--- src/tun_fifo.sv ---
`timescale 1ns / 1ps
// ----------------------------------------------------------------------------
// Small register queue
// A short first-in first-out queue with push/full and pop/empty sides.
// ----------------------------------------------------------------------------
module tun_fifo #(
  parameter int WIDTH = 8,
  parameter int DEPTH = 4
) (
  input  logic             clk,
  input  logic             rst,
  input  logic             push,
  output logic             full,
  input  logic [WIDTH-1:0] din,
  input  logic             pop,
  output logic             empty,
  output logic [WIDTH-1:0] dout
);
  localparam int AW = (DEPTH > 1) ? $clog2(DEPTH) : 1;
  localparam int NW = $clog2(DEPTH + 1);

  logic [WIDTH-1:0] mem [DEPTH];
  logic [AW-1:0]    wr_ptr;
  logic [AW-1:0]    rd_ptr;
  logic [NW-1:0]    count;
  logic             push_ok;
  logic             pop_ok;

  assign full    = (count == NW'(DEPTH));
  assign empty   = (count == '0);
  assign push_ok = push && !full;
  assign pop_ok  = pop && !empty;
  assign dout    = mem[rd_ptr];

  always_ff @(posedge clk) begin
    if (push_ok) begin
      mem[wr_ptr] <= din;
    end
  end

  always_ff @(posedge clk) begin
    if (rst) begin
      wr_ptr <= '0;
      rd_ptr <= '0;
      count  <= '0;
    end else begin
      if (push_ok) begin
        wr_ptr <= (wr_ptr == AW'(DEPTH - 1)) ? '0 : wr_ptr + AW'(1);
      end
      if (pop_ok) begin
        rd_ptr <= (rd_ptr == AW'(DEPTH - 1)) ? '0 : rd_ptr + AW'(1);
      end
      if (push_ok && !pop_ok) begin
        count <= count + NW'(1);
      end else if (pop_ok && !push_ok) begin
        count <= count - NW'(1);
      end
    end
  end

endmodule

--- config.mk ---
export PLATFORM = sky130hd
export DESIGN_NAME = tun_fifo
export DESIGN_NICKNAME = d
export VERILOG_FILES = /design/src/tun_fifo.sv
export SDC_FILE = /design/constraint.sdc
export NUM_CORES = 1
export LEC_CHECK = 0
export BUFFER_PORTS_ARGS = -buffer_cell sky130_fd_sc_hd__buf_2
export CAP_MARGIN = 20
export CORE_MARGIN = 4
export CORE_UTILIZATION = 45
export CTS_CLUSTER_DIAMETER = 150
export CTS_CLUSTER_SIZE = 16
export DETAILED_ROUTE_END_ITERATION = 10
export GPL_ROUTABILITY_DRIVEN = 0
export GPL_TIMING_DRIVEN = 0
export PLACE_DENSITY = 0.65
export SLEW_MARGIN = 20
export SYNTH_ARGS = -nofsm -noshare
export SYNTH_HDL_FRONTEND = slang
export SYNTH_SLANG_ARGS = --single-unit
--- constraint.sdc ---
create_clock -name clk -period 2.5 [get_ports clk]
set_input_delay 0 -clock clk [delete_from_list [all_inputs] [get_ports clk]]
set_output_delay 0 -clock clk [all_outputs]
set_load 0.05 [all_outputs]
## Word level (Yosys, flattened, before mapping)

Memories as Yosys holds them, arrays and structs flattened. A register that Yosys moved wholly into a read port is not among the register bits.
Cells that the tools add are included.

- Bits in registers: 7
- Bits in writable memories: 32
- Bits of input ports: 12
- Output and inout port bits: 10
- Logic and storage cells: 29
- Memories: 1

- Add/subtract/negate cells: 4
- Equality and inequality tests: 3
- Multiplexer cells: 8
- Reductions and logical operators: 10

Memory list:

| memory | words | width | rd ports | clocked after Yosys merged registers in | write ports | RTL line | text |
|---|---|---|---|---|---|---|---|
| mem | 4 | 8 | 1 | 1 | 1 | 22 | `logic [WIDTH-1:0] mem [DEPTH];` |

Operators with widths:

| cell | number |
|---|---|
| 2-bit 2-to-1 mux | 4 |
| 3-bit 2-to-1 mux | 2 |
| 2-bit by 1-bit adder with 2-bit output (second input constant) | 2 |
| 2-bit == test (second input constant) | 2 |
| 1-bit logical AND | 4 |
| 1-bit zero test | 4 |
| 3-bit by 1-bit adder with 3-bit output (second input constant) | 1 |
| 3-bit == test (second input constant) | 1 |
| 3-bit zero test | 1 |
| 3-bit by 1-bit subtractor with 3-bit output (second input constant) | 1 |
| 1-bit 2-to-1 mux | 2 |
| 2-bit nonzero test | 1 |

## Longest topological paths before layout

Gate-level depths: netlist of run 1.

- Word-level depth: 7
- Depth in mapped cells: 10

## Least setup slack after synthesis of run 1

OpenSTA, ideal clock, no wires.

- Kind: reg-to-reg
- From: reg count[0]
- To: reg count[2]
- Library setup time: 0.070 ns
- Arrival time: 2.188 ns
- Data required time: 2.430 ns
- Setup slack: 0.242 ns
- Stages on the path, launching flop included: 11
- Path through: dfxtp_1 or3b_1 buf_6 clkinv_4 nor2_2 ha_1 inv_1 fa_1 xor2_1 or3_2 a21oi_1

- Word-level cells in the longest chain between the ends: 6
- Elaborated cells between the ends (all ways): 15
- Those cells by class: add/sub: 2; eq/ne: 1; mux: 2; reduce/logical: 10

RTL lines:

| element | RTL line | text |
|---|---|---|
| start, declared | 25 | `logic [NW-1:0] count;` |
| start signal, assigned | 54 | `count <= count + NW'(1);` |
| start signal, assigned | 56 | `count <= count - NW'(1);` |
| 3-bit == test * | 29 | `assign full = (count == NW'(DEPTH));` |
| via full | 13 | `output logic full,` |
| 1-bit zero test * | 31 | `assign push_ok = push && !full;` |
| 1-bit logical AND * | 31 |  |
| via push_ok | 26 | `logic push_ok;` |
| 1-bit zero test | 55 | `end else if (pop_ok && !push_ok) begin` |
| 1-bit logical AND | 55 |  |
| 2-bit nonzero test (no line) | - |  |

Mark *: on every way through the listed nets, which the timed path passes. The rest lies on a longest branch. The select of a mux whose other input is x is not followed.
A chain may end at the register's enable or synchronous reset.

## Final worst setup path of run 1

- From: reg count[0]
- To: reg count[2]

- Word-level cells in the longest chain between the ends: 6
- Elaborated cells between the ends (all ways): 15
- Those cells by class: add/sub: 2; eq/ne: 1; mux: 2; reduce/logical: 10

RTL lines:

| element | RTL line |
|---|---|
| 3-bit == test * | 29 |
| 1-bit zero test * | 31 |
| 1-bit logical AND * | 31 |
| via push_ok | 26 |
| 1-bit zero test | 55 |
| 1-bit logical AND | 55 |
| 2-bit nonzero test (no line) | - |

Marked as above.

==> results of run 1 <==
[worst max-delay path by stage]
| stage | start | end |
|---|---|---|
| after floorplan | count[0]$_SDFFE_PP0P_ | count[2]$_SDFFE_PP0P_ |
| after global placement | count[0]$_SDFFE_PP0P_ | count[2]$_SDFFE_PP0P_ |
| after detailed placement | count[0]$_SDFFE_PP0P_ | count[2]$_SDFFE_PP0P_ |
| after CTS | count[0]$_SDFFE_PP0P_ | count[2]$_SDFFE_PP0P_ |
| after global routing | count[0]$_SDFFE_PP0P_ | count[2]$_SDFFE_PP0P_ |
| final | count[0]$_SDFFE_PP0P_ | count[2]$_SDFFE_PP0P_ |
[Yosys cell counts (2+ instances only)]
cell / count / area share, %
inv_1: 4 / 0.91
nor2_1: 3 / 0.68
edfxtp_1: 32 / 58
mux4_2: 8 / 11
o31ai_2: 2 / 1.5
ha_1: 6 / 4.6
dfxtp_1: 9 / 11
nor3_1: 2 / 0.61
mux2i_1: 2 / 1.2
nand3_1: 2 / 0.61
a21oi_1: 3 / 0.91
xor2_1: 2 / 1.1
and3_2: 4 / 1.8
[power by group]
| part | switching, W | total, W | internal (W) | leakage [nW] |
|---|---|---|---|---|
| Combinational | 0.000443 | 0.000685 | 0.000242 | 0.322 |
| Sequential | 0.0000496 | 0.000881 | 0.000831 | 0.367 |
| Clock | 0.000200 | 0.000494 | 0.000294 | 0.0528 |
[layer usage]
| metal | up-vias | GRT usage [%] |
|---|---|---|
| met5 | - | 0 |
| met4 | 0 | 5.96 |
| met3 | 7 | 4.93 |
| met2 | 19 | 23.4 |
| met1 | 411 | 13.7 |
| li1 | 420 | - |
[through the flow]
step	cell area, um2	total power (W)	hold WS (ns)	worst slack (ns)
after floorplan	1650	0.00144	0.0989	0.242
after CTS	1990	0.00210	0.0145	0.135
after global routing	1990	0.00218	0.0350	0.0137
final	1990	0.00206	0.0272	0.167
after detailed placement	1800	0.00159	0.217	0.158
after global placement	1800	0.00157	0.210	0.221
[state kept, by name, summed over array words and instances, names as in the netlist, named ones only]
| signal | count |
|---|---|
| rd_ptr | 2 |
| wr_ptr | 2 |
| count | 3 |
| mem | 32 |
[placed cells by master, fill, tap and decap left out, types with 2 or more instances in the layout]
cell type / n
a21oi_1: 3
mux4_2: 8
inv_1: 4
nor2_1: 3
nor3_1: 2
dfxtp_1: 9
clkbuf_1: 2
clkbuf_8: 5
o31ai_2: 2
ha_1: 6
buf_2: 21
dlygate4sd3_1: 8
edfxtp_1: 32
and3_2: 4
nand3_1: 2
mux2i_1: 2
xor2_1: 2
[cell type report]
| class | instances | area, um2 |
|---|---|---|
| Tap cell | 46 | 57.6 |
| Fill cell | 288 | 1450 |
| Sequential cell | 41 | 1140 |
| Buffer | 4 | 23.8 |
| Clock buffer | 6 | 72.6 |
| Inverter | 5 | 23.8 |
| Clock inverter | 2 | 33.8 |
| Timing Repair Buffer | 28 | 180 |
| Multi-Input combinational cell | 42 | 457 |
[worst max-delay path: stages, from the launching register on]
cell	delay, ns
dfxtp_1	0.46
or3b_1	0.17
buf_6	0.12
clkinv_4	0.05
nor2_2	0.12
ha_1	0.21
inv_1	0.06
fa_1	0.37
xor2_1	0.16
or3_2	0.41
a21oi_1	0.14
[kinds of logic after synthesis]
family	count (synthesis)
flops	41
fa+ha+maj	7
xor+xnor	2
buf+inv	9
compound gates	7
simple gates	16
mux	10
==> metrics.md, run 1 <==
| Metric | Value |
|---|---|
| Run status | `complete, no violations` |
| Clk buf depth | `2` |
| Fin nets | `146` |
| Io pins | `22` |
| Vias per cell | `just under 5` |
| Worst Hold Depth | `3` |
| Most common flop cell mapped by yosys | `edfxtp_1` |
| Largest net degree at the start of global routing | `13` |
| Vias in the first global route | `between 900 and 1000` |
| Final ANT Viol Nets | `0` |
| First-pass GRT wire length | `4240 um` |
| Gr usage total | `about an eighth` |
| Slew headroom | `roughly two thirds` |
| Compound-cell area share of the yosys netlist | `3.04%` |
| Later-pin clock latency in the skew report | `0.28 ns` |
| Post-synthesis cell area | `approximately 0.0016 mm2` |
| Reg2Reg Launch Point | `count[0]$_SDFFE_PP0P_` |
| Total number of vias | `between 800 and 900` |
| Layout Utilization | `between 50% and 60%` |
| WP data arrival | `~2.6 ns` |
| Unrepaired setup endpoints after global routing | `no` |
| Pwr per Cell Area | `1040 mW/mm2` |
| Drt drc | `0` |
| Num rows | `21` |
| Fraction of layout cells with a size suffix above 1 | `35.2%` |
| Minimum clock period | `2.33 ns` |
| F_max | `429 MHz` |
| # hold bufs at CTS | `8` |
| DP Cell Count | `about 160` |
| Max-slew violation count | `0` |
| EDFF count, synth | `32` |
| DIE WIDTH | `68.5 um` |
| Post-Route WL | `2460 um` |
| Startpoint Class | `flip-flop` |
| IO buf count | `20` |
| Die height | `68.5 um` |
| Final Cycle Share | `93.3%` |
| Met3 wire length | `around 140 um` |
| Die area | `0.00469 mm2` |
| Crit-path max FO | `7` |
| Worst setup EP type | `flip-flop` |
| Max-cap violations | `0` |
| H-tree levels | `2` |
| Max layer used | `met4` |
| CTS Sinks | `41` |
| Synthesis-stage register bit count | `slightly above 40` |
| Worst Path Required | `between 2 and 3 ns` |
| Ys async rst share | `0%` |
| Synth cell types | `26` |
| Core area | `approximately 0.0034 mm2` |
| Hold crit path type | `in2reg` |
| CTS tree | `yes` |
| Leak Pwr | `0.742 nW` |
| Post-Layout Cell Count | `~170` |
| Root Driver | `clkbuf_8` |
| Clk_skew | `between 0.003 and 0.004 ns` |
| Post-CTS sizing | `0` |
| Starting density of the core | `around 48%` |
| VDD IR max | `slightly below 500 uV` |
| Mux cell area share after synthesis | `~12%` |
| Post-Synth Adder-Cell Area | `5.78%` |
| Congestion Overflow GR | `0` |
| Setup_tns | `0 ns` |
| Syn Inst Count | `92` |
| Ant. Diodes | `0` |
| Main combinational cell family by area after synthesis | `multiplexers` |
| Hold_sp | `push` |
| Worst Hold Path EP | `wr_ptr[0]$_SDFFE_PP0P_` |
| Mean area per synthesized cell | `17.9 um2` |
| Met2 Wirelength | `1320 um` |
| Detailed Routing Iterations Pass 1 | `2` |
| Least-Margin Pin Slew | `around 0.5 ns` |
| Synth Area in Simple Gates | `5.70%` |
| Wl on met1 | `947 um` |
| Syn_nets | `111` |
| Initial antenna violation count | `0` |
| Seq/Total Area, Yosys | `69.4%` |
| CTS clk-pin slew, worst paths | `0.07 ns` |
| Critical setup path kind | `reg2reg` |
| R2R setup slack | `0.17 ns` |
| Setup violators final | `0` |
| Fin. Hold Viols | `0` |
| Syn-to-layout area delta | `20.9%` |
| Reg-to-reg endpoint | `count[2]$_SDFFE_PP0P_` |
| Num CTS Buffers | `5` |
| Warnings from Yosys | `0` |
| Routed WL per cell | `14.1 um` |
| Final HPWL DP | `roughly 1700 um` |
| Post-Synth XOR/XNOR Area | `1.06%` |
| R2R depth | `10` |
| Iter 0 DRT Violations | `32` |
| Post-CTS Setup Inserts | `0` |
(Power assumes the default switching activity.)
==> run 2: changes to the inputs <==
--- a/config.mk
+++ b/config.mk
@@ -9,6 +9,7 @@
 export CAP_MARGIN = 20
 export CORE_MARGIN = 4
 export CORE_UTILIZATION = 45
+export CTS_BUF_LIST = sky130_fd_sc_hd__clkbuf_4
 export CTS_CLUSTER_DIAMETER = 150
 export CTS_CLUSTER_SIZE = 16
 export DETAILED_ROUTE_END_ITERATION = 10
==> run 2 against run 1 <==
Against the previous run: count of clock-buffer cells in the layout stayed put; clock skew grew 0.00051 ns; critical path depth unchanged; total power decreased by 4.0%; non-clock buffer count grew 1; register-to-register slack about the same; critical path type unchanged; critical endpoint unchanged.
==> metrics.md, run 2 (synthesis results as in run 1) <==
| Metric | Value |
|---|---|
| Startpoint Class | `flip-flop (unchanged)` |
| Max-cap violations | `0 (unchanged)` |
| Worst Path Required | `2.77 ns (was 2.72 ns)` |
| Leak Pwr | `0.736 nW (was 0.742 nW)` |
| Gr usage total | `13.2% (about the same)` |
| Syn-to-layout area delta | `19.8% (was 20.9%)` |
| Crit-path max FO | `7 (unchanged)` |
| Slew headroom | `65.0% (was 66.2%)` |
| CTS Sinks | `41 (unchanged)` |
| Worst setup EP type | `flip-flop (unchanged)` |
| Final Cell Area | `0.00197 mm2 (was 0.00199 mm2)` |
| DIE WIDTH | `68.5 um (unchanged)` |
| Commonest non-fill, non-tap cell in the layout | `edfxtp_1 (unchanged)` |
| Placed cell area | `0.00180 mm2 (unchanged)` |
| Total number of vias | `876 (was 857)` |
| Vias per cell | `5.01 (was 4.93)` |
| WP data arrival | `2.61 ns (was 2.55 ns)` |
| Pwr per Cell Area | `1000 mW/mm2 (was 1040 mW/mm2)` |
| H-tree levels | `2 (unchanged)` |
| Die area | `0.00469 mm2 (unchanged)` |
| Core area | `0.00344 mm2 (unchanged)` |
| Unrepaired setup endpoints after global routing | `no (unchanged)` |
| Root Driver | `clkbuf_4 (was clkbuf_8)` |
| Io pins | `22 (unchanged)` |
| F_max | `427 MHz (was 429 MHz)` |
| Setup violators final | `0 (unchanged)` |
| Run status | `complete, no violations (unchanged)` |
| Detailed Routing Iterations Pass 1 | `4 (was 2)` |
| Post-CTS sizing | `0 (unchanged)` |
| Clk buf depth | `2 (unchanged)` |
| Later-pin clock latency in the skew report | `0.33 ns (was 0.28 ns)` |
| Final Worst Setup Slack | `0.159 ns (was 0.167 ns)` |
| Registers with the most flip-flops | `mem (32), count (3) (unchanged)` |
| Largest net degree at the start of global routing | `13 (unchanged)` |
| First-pass GRT wire length | `4240 um (about the same)` |
| Minimum clock period | `2.34 ns (was 2.33 ns)` |
| Num rows | `21 (unchanged)` |
| Most frequent cells in the layout | `edfxtp_1, buf_2, dfxtp_1, dlygate4sd3_1, mux4_2 (was edfxtp_1, buf_2, dfxtp_1)` |
| Ant. Diodes | `0 (unchanged)` |
| Clk_skew | `0.00449 ns (was 0.00398 ns)` |
| Power, Total | `0.00198 W (was 0.00206 W)` |
| Layout Utilization | `57.3% (was 57.8%)` |
| Final HPWL DP | `1750 um (unchanged)` |
| Post-place setup slack | `0.158 ns (unchanged)` |
| Final Cycle Share | `93.6% (was 93.3%)` |
| Iter 0 DRT Violations | `37 (was 32)` |
| Fraction of layout cells with a size suffix above 1 | `35.7% (was 35.2%)` |
| Post-CTS Setup Inserts | `0 (unchanged)` |
| Max-slew violation count | `0 (unchanged)` |
| CTS tree | `yes (unchanged)` |
| Fin. Hold Viols | `0 (unchanged)` |
| Biggest register | `mem (unchanged)` |
| Die height | `68.5 um (unchanged)` |
| VDD IR max | `493 uV (about the same)` |
| IO buf count | `20 (unchanged)` |
| Routed WL per cell | `14.1 um (about the same)` |
| Congestion Overflow GR | `0 (unchanged)` |
| Post-Route WL | `2470 um (was 2460 um)` |
| Least-Margin Pin Slew | `0.525 ns (was 0.507 ns)` |
| Setup_tns | `0 ns (unchanged)` |
| Initial antenna violation count | `0 (unchanged)` |
| Starting density of the core | `47.8% (unchanged)` |
| Vias in the first global route | `931 (was 923)` |
| Num CTS Buffers | `5 (unchanged)` |
| Fillers | `287 (was 288)` |
| Max reg flops | `32 (unchanged)` |
| Drt drc | `0 (unchanged)` |
| CTS clk-pin slew, worst paths | `0.11 ns (was 0.07 ns)` |
| Fin nets | `147 (was 146)` |
| Hold crit path type | `in2reg (unchanged)` |
| Final ANT Viol Nets | `0 (unchanged)` |
| # hold bufs at CTS | `9 (was 8)` |
| Critical setup path kind | `reg2reg (unchanged)` |
run 2: path summary, 6_finish.rpt:
kind	start	endpoint	slack, ns	cells after the start
max	count[0]$_SDFFE_PP0P_	count[2]$_SDFFE_PP0P_	0.16	10
min	rst	count[1]$_SDFFE_PP0P_	0.02	2
max reg2reg	count[0]$_SDFFE_PP0P_	count[2]$_SDFFE_PP0P_	0.16	10
min reg2reg	rd_ptr[0]$_SDFFE_PP0P_	rd_ptr[0]$_SDFFE_PP0P_	0.52	2
run 2: through the flow:
step / hold WS [ns] / std cells
final: 0.0235 / 175
after global routing: 0.0308 / 175
after CTS: 0.00120 / 175
after detailed placement: 0.217 / 158
after global placement: 0.210 / 158
after floorplan: 0.0989 / 92
run 2: layout make-up:
cell class,instances,area (um2),share of cell area [%]
buffer,4,23.8,1.21
clock buffer,6,45.0,2.28
clock inverter,2,33.8,1.71
inverter,5,23.8,1.21
multi-input combinational,42,457,23.2
sequential,41,1140,57.9
tap,46,57.6,2.92
timing repair buffer,29,190,9.64
run 2: worst max-delay path, stage by stage (launching register included):
cell and delay, ns:
dfxtp_1 0.47, or3b_1 0.17, buf_6 0.12, clkinv_4 0.05
nor2_2 0.12, ha_1 0.21, inv_1 0.06, fa_1 0.37
xor2_1 0.16, or3_2 0.41, a21oi_1 0.14
run 2: where the power goes:
group	switching, W	internal, W	total, W
combinational	0.000444	0.000243	0.000688
clock	0.000191	0.000219	0.000410
sequential	0.0000499	0.000830	0.000880
total	0.000685	0.00129	0.00198
run 2: routing by layer:
layer  wire length [um]  global-route usage, %
met1               1000                   13.5
met4                 45                   5.21
met5                  0                      0
met2               1280                   23.5
met3                146                   5.42
==> run 3: changes to the inputs <==
--- a/config.mk
+++ b/config.mk
@@ -8,14 +8,15 @@
 export BUFFER_PORTS_ARGS = -buffer_cell sky130_fd_sc_hd__buf_2
 export CAP_MARGIN = 20
 export CORE_MARGIN = 4
-export CORE_UTILIZATION = 45
+export CORE_UTILIZATION = 48
 export CTS_BUF_LIST = sky130_fd_sc_hd__clkbuf_4
 export CTS_CLUSTER_DIAMETER = 150
 export CTS_CLUSTER_SIZE = 16
 export DETAILED_ROUTE_END_ITERATION = 10
 export GPL_ROUTABILITY_DRIVEN = 0
 export GPL_TIMING_DRIVEN = 0
-export PLACE_DENSITY = 0.65
+export MAX_ROUTING_LAYER = met4
+export PLACE_DENSITY = 0.68
 export SLEW_MARGIN = 20
 export SYNTH_ARGS = -nofsm -noshare
 export SYNTH_HDL_FRONTEND = slang
==> run 3 against run 2 <==
Against the previous run: first-iteration DRC count up 19%; wire length up 6.4%; total power up 0.69%; maximum frequency about the same; utilization up 5.2 points; via count up 2.3%; combinational power up 0.7%; critical endpoint unchanged; largest cell class unchanged; highest routed layer unchanged.
==> metrics.md, run 3 (synthesis results as in run 1) <==
| Metric | Value |
|---|---|
| First-pass GRT wire length | `4210 um (was 4240 um)` |
| CTS tree | `yes (unchanged)` |
| DIE WIDTH | `66.5 um (was 68.5 um)` |
| Registers with the most flip-flops | `mem (32), count (3) (unchanged)` |
| Post-place setup slack | `0.182 ns (was 0.158 ns)` |
| Run status | `complete, no violations (unchanged)` |
| WP data arrival | `2.61 ns (about the same)` |
| Congestion Overflow GR | `0 (unchanged)` |
| Core area | `0.00315 mm2 (was 0.00344 mm2)` |
| Reg-to-reg endpoint | `count[2]$_SDFFE_PP0P_ (unchanged)` |
| Critical setup path kind | `reg2reg (unchanged)` |
| VDD IR max | `542 uV (was 493 uV)` |
| Least-Margin Pin Slew | `0.491 ns (was 0.525 ns)` |
| Max-cap violations | `0 (unchanged)` |
| Crit-path max FO | `7 (unchanged)` |
| Hold_sp | `rst (unchanged)` |
| Worst setup EP type | `flip-flop (unchanged)` |
| Hold crit path type | `in2reg (unchanged)` |
| Fin nets | `147 (unchanged)` |
| Setup violators final | `0 (unchanged)` |
| Final Worst Setup Slack | `0.159 ns (about the same)` |
| Final Cycle Share | `93.6% (about the same)` |
| Vias in the first global route | `967 (was 931)` |
| Die height | `66.5 um (was 68.5 um)` |
| Fin. Hold Viols | `0 (unchanged)` |
| CTS Sinks | `41 (unchanged)` |
| DP Cell Count | `156 (was 158)` |
| R2R setup slack | `0.16 ns (about the same)` |
| Syn-to-layout area delta | `19.7% (was 19.8%)` |
| Worst Path Required | `2.77 ns (about the same)` |
| Largest net degree at the start of global routing | `13 (unchanged)` |
| Io pins | `22 (unchanged)` |
| CTS clk-pin slew, worst paths | `0.11 ns (about the same)` |
| Detailed Routing Iterations Pass 1 | `4 (unchanged)` |
| Max-slew violation count | `0 (unchanged)` |
| Gr usage total | `13.9% (was 13.2%)` |
| Iter 0 DRT Violations | `44 (was 37)` |
| Biggest register | `mem (unchanged)` |
| Setup_tns | `0 ns (unchanged)` |
| Max reg flops | `32 (unchanged)` |
| Post-Layout Cell Count | `173 (was 175)` |
| Crit-path cells | `or3b_1 > buf_6 > clkinv_4 > nor2_2 > ha_1 > inv_1 > fa_1 > xor2_1 > or3_2 > a21oi_1 (unchanged)` |
| Ant. Diodes | `0 (unchanged)` |
| Crit. Startpoint | `count[0]$_SDFFE_PP0P_ (unchanged)` |
| Root Driver | `clkbuf_4 (unchanged)` |
| CP endpoint | `count[2]$_SDFFE_PP0P_ (unchanged)` |
| Minimum clock period | `2.34 ns (about the same)` |
| Routed WL per cell | `15.2 um (was 14.1 um)` |
| Final HPWL DP | `1790 um (was 1750 um)` |
| Post-Route WL | `2630 um (was 2470 um)` |
| Initial antenna violation count | `0 (unchanged)` |
| R2R depth | `10 (unchanged)` |
| Final ANT Viol Nets | `0 (unchanged)` |
| Clk buf depth | `2 (unchanged)` |
| Clk_skew | `0.0129 ns (was 0.00449 ns)` |
| Num CTS Buffers | `5 (unchanged)` |
| Commonest non-fill, non-tap cell in the layout | `edfxtp_1 (unchanged)` |
| Later-pin clock latency in the skew report | `0.34 ns (was 0.33 ns)` |
| Slowest stage cell, crit path | `dfxtp_1 (unchanged)` |
| Vias per cell | `5.18 (was 5.01)` |
| F_max | `427 MHz (about the same)` |
| Num rows | `20 (was 21)` |
| Most frequent cells in the layout | `edfxtp_1, buf_2, dfxtp_1, dlygate4sd3_1, mux4_2 (unchanged)` |
| Slowest cell delay on critical path | `0.46 ns (was 0.47 ns)` |
| Unrepaired setup endpoints after global routing | `no (unchanged)` |
| Starting density of the core | `52.2% (was 47.8%)` |
| Leak Pwr | `0.736 nW (unchanged)` |
| H-tree levels | `2 (unchanged)` |
| Fraction of layout cells with a size suffix above 1 | `35.7% (unchanged)` |
| Total number of vias | `896 (was 876)` |
| Die area | `0.00443 mm2 (was 0.00469 mm2)` |
| Startpoint Class | `flip-flop (unchanged)` |
| Slew headroom | `67.3% (was 65.0%)` |
| Drt drc | `0 (unchanged)` |
| Pwr per Cell Area | `1010 mW/mm2 (was 1000 mW/mm2)` |
| IO buf count | `20 (unchanged)` |
| Reg2Reg Launch Point | `count[0]$_SDFFE_PP0P_ (unchanged)` |
==> run 3: cell counts in the layout (fill, tap and decap cells not counted) <==
No cell type changed its count.
==> run 3: layer usage <==
layer,wire length [um],vias up,share of wire [%],GRT usage (%)
met3,107,7,4.1,4.05
li1,-,425,-,-
met5,0,-,0,-
met1,1060,445,40,15.2
met2,1410,19,53,23.5
met4,55,0,2.1,6.09
==> run 3: through the flow <==
stage | total power [W] | area (um2) | utilization (%) | hold WS (ns)
finish | 0.00199 | 1970 | 62.5 | 0.00917
global route | 0.00209 | 1970 | 62.5 | 0.0425
CTS | 0.00201 | 1970 | 62.5 | 0.00706
detailed placement | 0.00159 | 1800 | 57.1 | 0.216
global placement | 0.00156 | 1800 | 57.1 | 0.211
floorplan | 0.00144 | 1650 | - | 0.0989
==> run 3: worst max-delay path: cells and delay by family (launching register included) <==
family,cells,cell delay [ns]
compound gates,1,0.15
fa+ha+maj,2,0.57
flops,1,0.46
simple gates,3,0.69
buf+inv,3,0.24
xor+xnor,1,0.16
==> run 3: report_power, final <==
group	total [W]	switching (W)	leakage (nW)	internal, W
Clock	0.000418	0.000199	0.0433	0.000219
Sequential	0.000880	0.0000493	0.367	0.000830
Combinational	0.000693	0.000452	0.326	0.000242
==> run 3: layout make-up <==
class	count	area (um2)
inverters	5	23.8
plain buffers	4	23.8
well taps	44	55.1
flip-flops and latches	41	1140
clock inverters	2	33.8
multi-input cells	42	457
clock buffers	6	45.0
fillers	255	1180
repair buffers	29	190
==> run 3: worst min path at each step <==
stage | end | depth (start not counted)
after floorplan | mem[0][0]$_DFFE_PP_ | 0
after global placement | mem[2][0]$_DFFE_PP_ | 1
after detailed placement | mem[2][6]$_DFFE_PP_ | 1
after CTS | count[1]$_SDFFE_PP0P_ | 2
after global routing | count[1]$_SDFFE_PP0P_ | 2
final | count[1]$_SDFFE_PP0P_ | 2
==> run 3: repair_timing <==
item / 4_1_cts / 5_1_grt
buffers inserted: 0 / 0
hold buffers: 9 / 0
gates resized for setup: 0 / 0
endpoints found under the hold margin: 33 / 0
setup endpoints to repair: 0 / 0
